==> src/design/mcp_pkg.sv <==
// ----------------------------------------------------------------------------
// mcp_pkg - shared types and constants for the multi-channel pipe table
// Operation and status codes, table sizes and the queue entry format.
// ----------------------------------------------------------------------------
package mcp_pkg;

	// table dimensions
	localparam int NUM_PIPES = 8;
	localparam int BUF_BYTES = 1024;
	localparam int MAX_REFS  = 15;

	// derived widths
	localparam int PIPE_W = (NUM_PIPES > 1) ? $clog2(NUM_PIPES) : 1;
	localparam int PTR_W  = $clog2(BUF_BYTES);
	localparam int CNT_W  = $clog2(BUF_BYTES + 1);
	localparam int REF_W  = $clog2(MAX_REFS + 1);
	localparam int MEM_D  = NUM_PIPES * BUF_BYTES;
	localparam int MEM_AW = $clog2(MEM_D);

	// raw kind codes on the input stream
	localparam logic [2:0] KIND_CREATE   = 3'd0;
	localparam logic [2:0] KIND_ADD_RD   = 3'd1;
	localparam logic [2:0] KIND_ADD_WR   = 3'd2;
	localparam logic [2:0] KIND_CLOSE_RD = 3'd3;
	localparam logic [2:0] KIND_CLOSE_WR = 3'd4;
	localparam logic [2:0] KIND_READ     = 3'd5;
	localparam logic [2:0] KIND_WRITE    = 3'd6;

	// decoded operation class
	typedef enum logic [2:0] {
		OP_CREATE,
		OP_ADD_RD,
		OP_ADD_WR,
		OP_CLOSE_RD,
		OP_CLOSE_WR,
		OP_READ,
		OP_WRITE,
		OP_BAD
	} op_kind_t;

	// result status codes
	typedef enum logic [2:0] {
		ST_OK,
		ST_BLOCK,
		ST_EOF,
		ST_BROKEN,
		ST_INVALID,
		ST_NONE_FREE,
		ST_REF_LIMIT
	} status_t;

	// one classified operation, as held in the queue
	typedef struct packed {
		op_kind_t   op;
		logic [2:0] pipe;
		logic [7:0] wbyte;
		logic       last;
	} mcp_op_t;

	// queue handshake towards the back end
	typedef struct packed {
		logic    valid;
		mcp_op_t entry;
	} mcp_q_out_t;

endpackage

==> src/design/mcp_queue.sv <==
// ----------------------------------------------------------------------------
// mcp_queue - two-entry operation queue
// Decouples the decode side from the execution side so either can stall.
// ----------------------------------------------------------------------------
module mcp_queue import mcp_pkg::*; (
	input  logic       clk,
	input  logic       arst_n,
	input  logic       push,
	input  mcp_op_t    push_entry,
	output logic       full,
	input  logic       pop,
	output mcp_q_out_t head
);

	mcp_op_t    slot_q [2];
	logic       wr_ptr_q;
	logic       rd_ptr_q;
	logic [1:0] count_q;

	assign full       = (count_q == 2'd2);
	assign head.valid = (count_q != 2'd0);
	assign head.entry = slot_q[rd_ptr_q];

	// pointers and occupancy
	always_ff @(posedge clk or negedge arst_n) begin
		if (!arst_n) begin
			wr_ptr_q <= 1'b0;
			rd_ptr_q <= 1'b0;
			count_q  <= 2'd0;
		end else begin
			if (push) wr_ptr_q <= !wr_ptr_q;
			if (pop)  rd_ptr_q <= !rd_ptr_q;
			case ({push, pop})
				2'b10:   count_q <= count_q + 2'd1;
				2'b01:   count_q <= count_q - 2'd1;
				default: count_q <= count_q;
			endcase
		end
	end

	// entry storage
	always_ff @(posedge clk) begin
		if (push) slot_q[wr_ptr_q] <= push_entry;
	end

endmodule

==> config.mk <==
export PLATFORM = sky130hd
export DESIGN_NAME = mcp_queue
export DESIGN_NICKNAME = d
export VERILOG_FILES = /design/src/design/mcp_pkg.sv /design/src/design/mcp_queue.sv
export SDC_FILE = /design/constraint.sdc
export NUM_CORES = 1
export LEC_CHECK = 0
export BUFFER_PORTS_ARGS = -buffer_cell sky130_fd_sc_hd__buf_2
export CAP_MARGIN = 15
export CORE_ASPECT_RATIO = 1.75
export CORE_MARGIN = 4
export CORE_UTILIZATION = 42
export DETAILED_ROUTE_END_ITERATION = 16
export HOLD_SLACK_MARGIN = 0.12
export PLACE_DENSITY = 0.66
export RECOVER_POWER = 50
export SLEW_MARGIN = 20
export SYNTH_ARGS = -nofsm -noshare
export SYNTH_HDL_FRONTEND = slang
export SYNTH_SLANG_ARGS = --single-unit
==> constraint.sdc <==
create_clock -name clk -period 1.7 [get_ports clk]
set_input_delay 0 -clock clk [delete_from_list [all_inputs] [get_ports clk]]
set_output_delay 0 -clock clk [all_outputs]
set_load 0.05 [all_outputs]
* Yosys cells after proc, flatten, opt, wreduce, memory -nomap -nowiden
Memories as Yosys holds them, arrays and structs flattened.
Cells that the tools add are included.
** Storage, ports and cells
- Bits of input ports :: 19
- Logic and storage cells :: 16
- Bits in writable memories :: 30
- Memories kept :: 1
- Output and inout port bits :: 17
- Flip-flop bits (word level) :: 4
** Operators by class
- Reductions and logical operators :: 4
- Equality and inequality tests :: 3
- $add $sub $neg :: 2
- Multiplexer cells :: 3
** Memories
- slot_q :: words 2, width 15, read ports 1, clocked after Yosys merged registers in 0, write ports 1, line mcp_queue.sv:15 : mcp_op_t slot_q [2];
** Operator list (count)
- == test 2 bit (second input constant) :: 2
- case mux 2 bit (2 select lines) :: 1
- nonzero test 2 bit :: 2
- adder 2 x 1 -> 2 bit (second input constant) :: 1
- == test 2 x 1 -> 1 bit (second input constant) :: 1
- zero test 1 bit :: 2
- two-way mux 1 bit :: 2
- subtractor 2 x 1 -> 2 bit (second input constant) :: 1

* Longest topological paths before layout
Gate-level depths: netlist of run 1.
- Depth in word-level cells :: 2
- Depth in mapped cells :: 5
- Depth with buffers taken out :: 5

* Worst setup path after synthesis of run 1
Ideal clock, no wire load.
- Path type :: register to register
- From :: reg wr_ptr_q
- To :: mem slot_q[0][0] (netlist name), enable pin
- Stages on the path, launching flop included :: 2
- Required time :: 1314 ps
- Data arrival time :: 1057 ps
- Period minus slack after synthesis :: 1443 ps
- Setup time :: 386 ps
- Setup slack :: 257 ps
- Path buffers :: 0
- Path through :: dfrtp_1 -> nor2_1
** RTL lines
- start: declaration :: line mcp_queue.sv:16 : logic wr_ptr_q;
- start signal: assignment :: line mcp_queue.sv:31 : if (push) wr_ptr_q <= !wr_ptr_q;
- end: declaration :: line mcp_queue.sv:15
No word-level cell before the write port.

==> impl_metrics.ini, run 1 <==
[global_route]
groute.usage.overall_pct = 13.7
grt_start_max_net_pins = 17
via_count_of_the_first_global_routing_pass = 828
global_route_wire_length_before_repair_mm = 3.99
antenna_violations_before_repair = 0
grt_overflow_total = 0

[detailed_routing]
ant_nets = 0
drt-wirelength-per-cell_um = 14.3
drt-pass1-iter-count = 2
drtIter0Drc = 14
vias_per_cell = 4.38
drt_wl_total_mm = 2.42
drc = 0
detailroute.via_count = 740

[worst_setup_path]
critical_path.max_stage_delay_ns = 0.37
crit_path_end = head[11]
timing.setup.critical_path_class = flop to output port
r2r_end = slot_q[1][8]
critical_path.slowest_cell = sky130_fd_sc_hd__mux2_2
critical_path_arrival_ns = 1.46
regToRegSetupSlack_ns = 0.45
path_buf_inv = 2
r2r_path_start = wr_ptr_q
worst_path_required_time_ns = 1.70
setup.worst_path.end_class = output port
reg2reg_depth = 2
worst_setup_path_startpoint = rd_ptr_q
path_max_fanout = 16
critical_path.top_delay_family = buffers and inverters
setup.worst_path.start_class = flop
cp.depth = 3
crit_chain = buf_4 > mux2_2 > buf_2

[power_and_ir_drop]
net-switching-power_mw = 1.28
internal_power_mw = 1.87
cellLeakagePower_nw = 0.704
cell_pwr_density_nw_per_um2 = 1750
seqPwrFrac_pct = 38.0
net_sw_share_pct = 40.5
p_clk_share_pct = 17.5
total_power_mw = 3.15
combPwrFrac_pct = 44.5
worst_vdd_rail_ir_drop_uv = 956

[floorplanning]
initial_core_util_pct = 44.6
die_height_um = 82.2
row_count = 26
die-area_um2 = 4140
num_io_pins = 36
fp.dieW_um = 50.4
core-area_um2 = 2960

[timing]
rsz_0062_raised_after_global_routing = no
max_clock_freq_mhz = 686
finalWorstSetupSlack_ns = 0.243
finalSetupTns_ns = 0
tightestPinTransition_ns = 0.350
period_share_pct = 85.7
timing.slew.headroom_pct = 76.6
finalSetupViolations = 0
hold-worst-slack_ns = 0.437
timing.clock.skew_ns = 0.00415
final_hold_viol_count = 0
finalWorstPathRequiredPeriod_ns = 1.46
finalMaxSlewViolations = 0

[worst_hold_path]
worst_hold_stages = 2
min-delay-path-class = primary input to flop

[place]
cell_area_after_placement_um2 = 1550
place.gp.congestion = 0.720
post_place_setup_slack_ns = 0.439
dp_cells = 142
buffers_on_ports = 35

[clock_tree]
post_cts_buffers = 0
cts.sinks = 34
postCtsHoldBufs = 19
clkSlewWorstSetupHoldPaths_ns = 0.07
buffer_depth_of_the_longest_clock_path = 2
clock_tree.root_cell = sky130_fd_sc_hd__clkbuf_8
numCtsBuffers = 5
worst_skew_pair.late_latency_ns = 0.28
post_cts.resized_instances = 0
number_of_levels_in_the_clock_h_tree = 2
cts_tree = yes

[layout]
final_cells = 169
layout_commonest_cell = sky130_fd_sc_hd__edfxtp_1
syn_to_final_growth_pct = 36.1
drive_above_1_share_pct = 36.2
layout.nets = 146
final_cell_mix = 30 x sky130_fd_sc_hd__edfxtp_1, 22 x sky130_fd_sc_hd__buf_2, 19 x sky130_fd_sc_hd__dlygate4sd3_1
number_of_antenna_repair_diodes = 0
fin_area_um2 = 1800
post-route-util_pct = 60.7

[logic_synthesis]
syn-cell-area_um2 = 1320
average_cell_area_after_synthesis_um2 = 21.0
synth_cell_type_count = 14
synth-seq-cells = 34
synth_warnings = 0
mappedNetlistNets = 83
synth_cells = 63
synth.yosys.seq_area_share_pct = 75.8

[run_status]
status = complete, no violations

[run]
max_cap_violations = 0
## logic make-up (layout without fill, tap and decap cells)
logic type | count (synthesis) | after routing | synth area share (%)
buffers and inverters | 3 | 67 | 2.65
muxes | 15 | 15 | 15.3
xor gates and xnor gates | 5 | 5 | 3.31
adders and majority gates | 1 | 1 | 0.947
DFF | 34 | 34 | 75.8
and+or+nand+nor | 5 | 5 | 1.99
## routing by layer
layer	up-vias	GRT usage (%)	share of wire, %
met3	6	3.95	4.8
met1	352	12.8	35
li1	362	-	-
met4	0	7.28	2.2
met5	-	0	0
met2	20	26.0	58
## registers in the layout (all words and copies together), names as in the netlist
signal / flops
slot_q: 30
wr_ptr_q: 1
rd_ptr_q: 1
count_q: 2
## cell type report
cell class | instances | area, µm²
inverters | 1 | 3.75
well taps | 42 | 52.6
clock buffers | 8 | 80.1
fillers | 253 | 1160
flip-flops and latches | 34 | 1000
multi-input cells | 26 | 285
repair buffers | 58 | 375
## power by group through the flow
stage	clock network, mW	logic, mW	registers, mW
after CTS	0.565	1.43	1.20
final	0.551	1.40	1.20
after floorplan	0	1.18	1.19
after global routing	0.601	1.48	1.22
after detailed placement	0	1.39	1.22
after global placement	0	1.37	1.20
## worst register-to-register path, cell delays in order (launching register included)
cell	delay, ns
sky130_fd_sc_hd__dfrtp_1	0.38
sky130_fd_sc_hd__and2_1	0.33
sky130_fd_sc_hd__buf_4	0.25
## how the worst min path moves through the flow
stage,end,slack [ns],startpoint
2_1_floorplan,count_q[0],-0.30,arst_n
3_3_place_gp,count_q[0],-0.19,arst_n
3_5_place_dp,count_q[1],-0.18,arst_n
4_1_cts,slot_q[0][7],0.44,push_entry[7]
5_1_grt,slot_q[1][9],0.44,push_entry[9]
6_report,slot_q[1][9],0.44,push_entry[9]
## Yosys cell counts (all sizes together)
cell	instances	area [µm²]
xnor2	2	17.5
inv	1	3.75
xor2	3	26.3
or2	1	6.26
and2	1	6.26
nor2	2	7.51
ha	1	12.5
buf	2	31.3
dfrtp	4	100
mux2	15	203
nor2b	1	6.26
edfxtp	30	901
(Power assumes the default switching activity.)
==> inputs of run 2 (changes only) <==
--- a/config.mk
+++ b/config.mk
@@ -7,7 +7,7 @@
 export LEC_CHECK = 0
 export BUFFER_PORTS_ARGS = -buffer_cell sky130_fd_sc_hd__buf_2
 export CAP_MARGIN = 15
-export CORE_ASPECT_RATIO = 1.75
+export CORE_ASPECT_RATIO = 2
 export CORE_MARGIN = 4
 export CORE_UTILIZATION = 42
 export DETAILED_ROUTE_END_ITERATION = 16
==> constraint.sdc (replaced) <==
create_clock -name clk -period 1.7 [get_ports clk]
set_input_delay 0.17 -clock clk [delete_from_list [all_inputs] [get_ports clk]]
set_output_delay 0.17 -clock clk [all_outputs]
set_load 0.05 [all_outputs]
==> impl_metrics.ini, run 2 (synthesis results as in run 1) <==
[run_status]
status = complete, no violations

[clock_tree]
post_cts_buffers = 0
number_of_levels_in_the_clock_h_tree = 2
buffer_depth_of_the_longest_clock_path = 2
cts_tree = yes
clkSlewWorstSetupHoldPaths_ns = 0.06
worst_skew_pair.late_latency_ns = 0.28
cts.sinks = 34
clock_tree.root_cell = sky130_fd_sc_hd__clkbuf_8
numCtsBuffers = 5

[detailed_routing]
drt-pass1-iter-count = 3
drt_wl_total_mm = 2.16
vias_per_cell = 4.75
drtIter0Drc = 5
drt-wirelength-per-cell_um = 13.7
drc = 0
ant_nets = 0
detailroute.via_count = 745

[place]
place.gp.congestion = 0.601
buffers_on_ports = 35
dp_cells = 131
hpwl_mm = 1.54

[floorplanning]
die-area_um2 = 4160
die_height_um = 87.3
core-area_um2 = 2980
num_io_pins = 36
fp.dieW_um = 47.7
row_count = 28
initial_core_util_pct = 44.4

[layout]
largest-register = slot_q
final_cell_mix = 30 x sky130_fd_sc_hd__edfxtp_1, 23 x sky130_fd_sc_hd__buf_2, 18 x sky130_fd_sc_hd__dlygate4sd3_1
drive_above_1_share_pct = 37.8
final_cells = 157
number_of_antenna_repair_diodes = 0
area_used_by_sequential_logic_in_the_layout_um2 = 1000
multiInputGateArea_um2 = 285
syn_to_final_growth_pct = 34.8
layout_commonest_cell = sky130_fd_sc_hd__edfxtp_1
fillCellCount = 243
largest_reg_flops = 30
layout.nets = 146
largestRegisters = slot_q x30, count_q x2

[timing]
timing.clock.skew_ns = 0.00351
period_share_pct = 91.0
finalSetupTns_ns = 0
tightestPinTransition_ns = 0.434
max_clock_freq_mhz = 647
final_hold_viol_count = 0
timing.slew.headroom_pct = 71.1
finalSetupViolations = 0
rsz_0062_raised_after_global_routing = no
finalMaxSlewViolations = 0
finalWorstPathRequiredPeriod_ns = 1.55

[worst_setup_path]
critical_path_arrival_ns = 1.38
setup.worst_path.end_class = output port
worst_setup_path_startpoint = rd_ptr_q
reg2reg_depth = 2
r2r_path_start = wr_ptr_q
timing.setup.critical_path_class = flop to output port
r2r_end = slot_q[1][7]
worst_path_required_time_ns = 1.53
setup.worst_path.start_class = flop
path_max_fanout = 10
regToRegSetupSlack_ns = 0.44

[worst_hold_path]
min-delay-path-class = primary input to async pin

[global_route]
groute.usage.overall_pct = 12.2
grt_start_max_net_pins = 16
antenna_violations_before_repair = 0
global_route_wire_length_before_repair_mm = 3.47
grt_overflow_total = 0
via_count_of_the_first_global_routing_pass = 820

[run]
max_cap_violations = 0

[power_and_ir_drop]
cell_pwr_density_nw_per_um2 = 1760
worst_vdd_rail_ir_drop_uv = 1310
cellLeakagePower_nw = 0.708
==> run 2: changes by cell type in the layout (fill, tap and decap cells not counted) <==
| cell | delta |
|---|---|
| sky130_fd_sc_hd__buf_4 | +1 |
| sky130_fd_sc_hd__and2_1 | -1 |
| sky130_fd_sc_hd__buf_2 | +1 |
| sky130_fd_sc_hd__dlygate4sd3_1 | -1 |
| sky130_fd_sc_hd__clkbuf_1 | -4 |
| sky130_fd_sc_hd__clkinv_1 | +3 |
| sky130_fd_sc_hd__and2_0 | +1 |
==> run 2: where the power goes <==
group | total, mW | leakage (nW) | switching [mW] | internal, mW
sequential | 1.20 | 0.328 | 0.0747 | 1.12
combinational | 1.41 | 0.339 | 0.937 | 0.473
clock | 0.520 | 0.0407 | 0.248 | 0.272
==> run 2: final cells by class <==
| cell class | instances | share of cell area (%) |
|---|---|---|
| multi-input combinational | 26 | 16.0 |
| clock buffer | 5 | 3.86 |
| sequential | 34 | 56.2 |
| timing repair buffer | 58 | 21.0 |
| inverter | 1 | 0.211 |
| tap | 30 | 2.11 |
| clock inverter | 3 | 0.632 |
==> run 2: how the worst max path moves through the flow <==
stage / to / cells past startpoint
after floorplan: slot_q[0][0] / 1
after global placement: head[13] / 3
after detailed placement: head[0] / 3
after CTS: head[0] / 3
after global routing: head[0] / 3
final: head[0] / 3
==> run 2: critical path, stage by stage, from the launching register on <==
cell	delay, ns
sky130_fd_sc_hd__dfrtp_1	0.34
sky130_fd_sc_hd__buf_4	0.20
sky130_fd_sc_hd__mux2_2	0.35
sky130_fd_sc_hd__buf_2	0.21
==> run 2: timing repair <==
item                       in CTS  in global routing
setup endpoints to repair       0                  0
hold endpoints to repair       36                  0
resized for setup               0                  0
hold buffers                   18                  0
==> run 2: metal layers <==
layer	up-vias	wire length (µm)	track usage [%]
li1	357	-	-
met2	23	1220	20.8
met5	-	0	0
met1	359	746	12.4
met3	6	130	3.73
met4	0	53	6.62
==> run 2: metrics by stage <==
stage | setup WS [ns] | hold WS (ns) | instance area, µm² | utilization (%) | power, mW
finish | 0.154 | 0.262 | 1780 | 59.8 | 3.13
global placement | 0.459 | -0.0252 | 1540 | 51.7 | 2.58
detailed placement | 0.439 | -0.0188 | 1540 | 51.7 | 2.62
CTS | 0.134 | 0.224 | 1800 | 60.5 | 3.17
floorplan | 0.257 | -0.126 | 1320 | - | 2.37
global route | 0.0792 | 0.292 | 1780 | 59.8 | 3.27
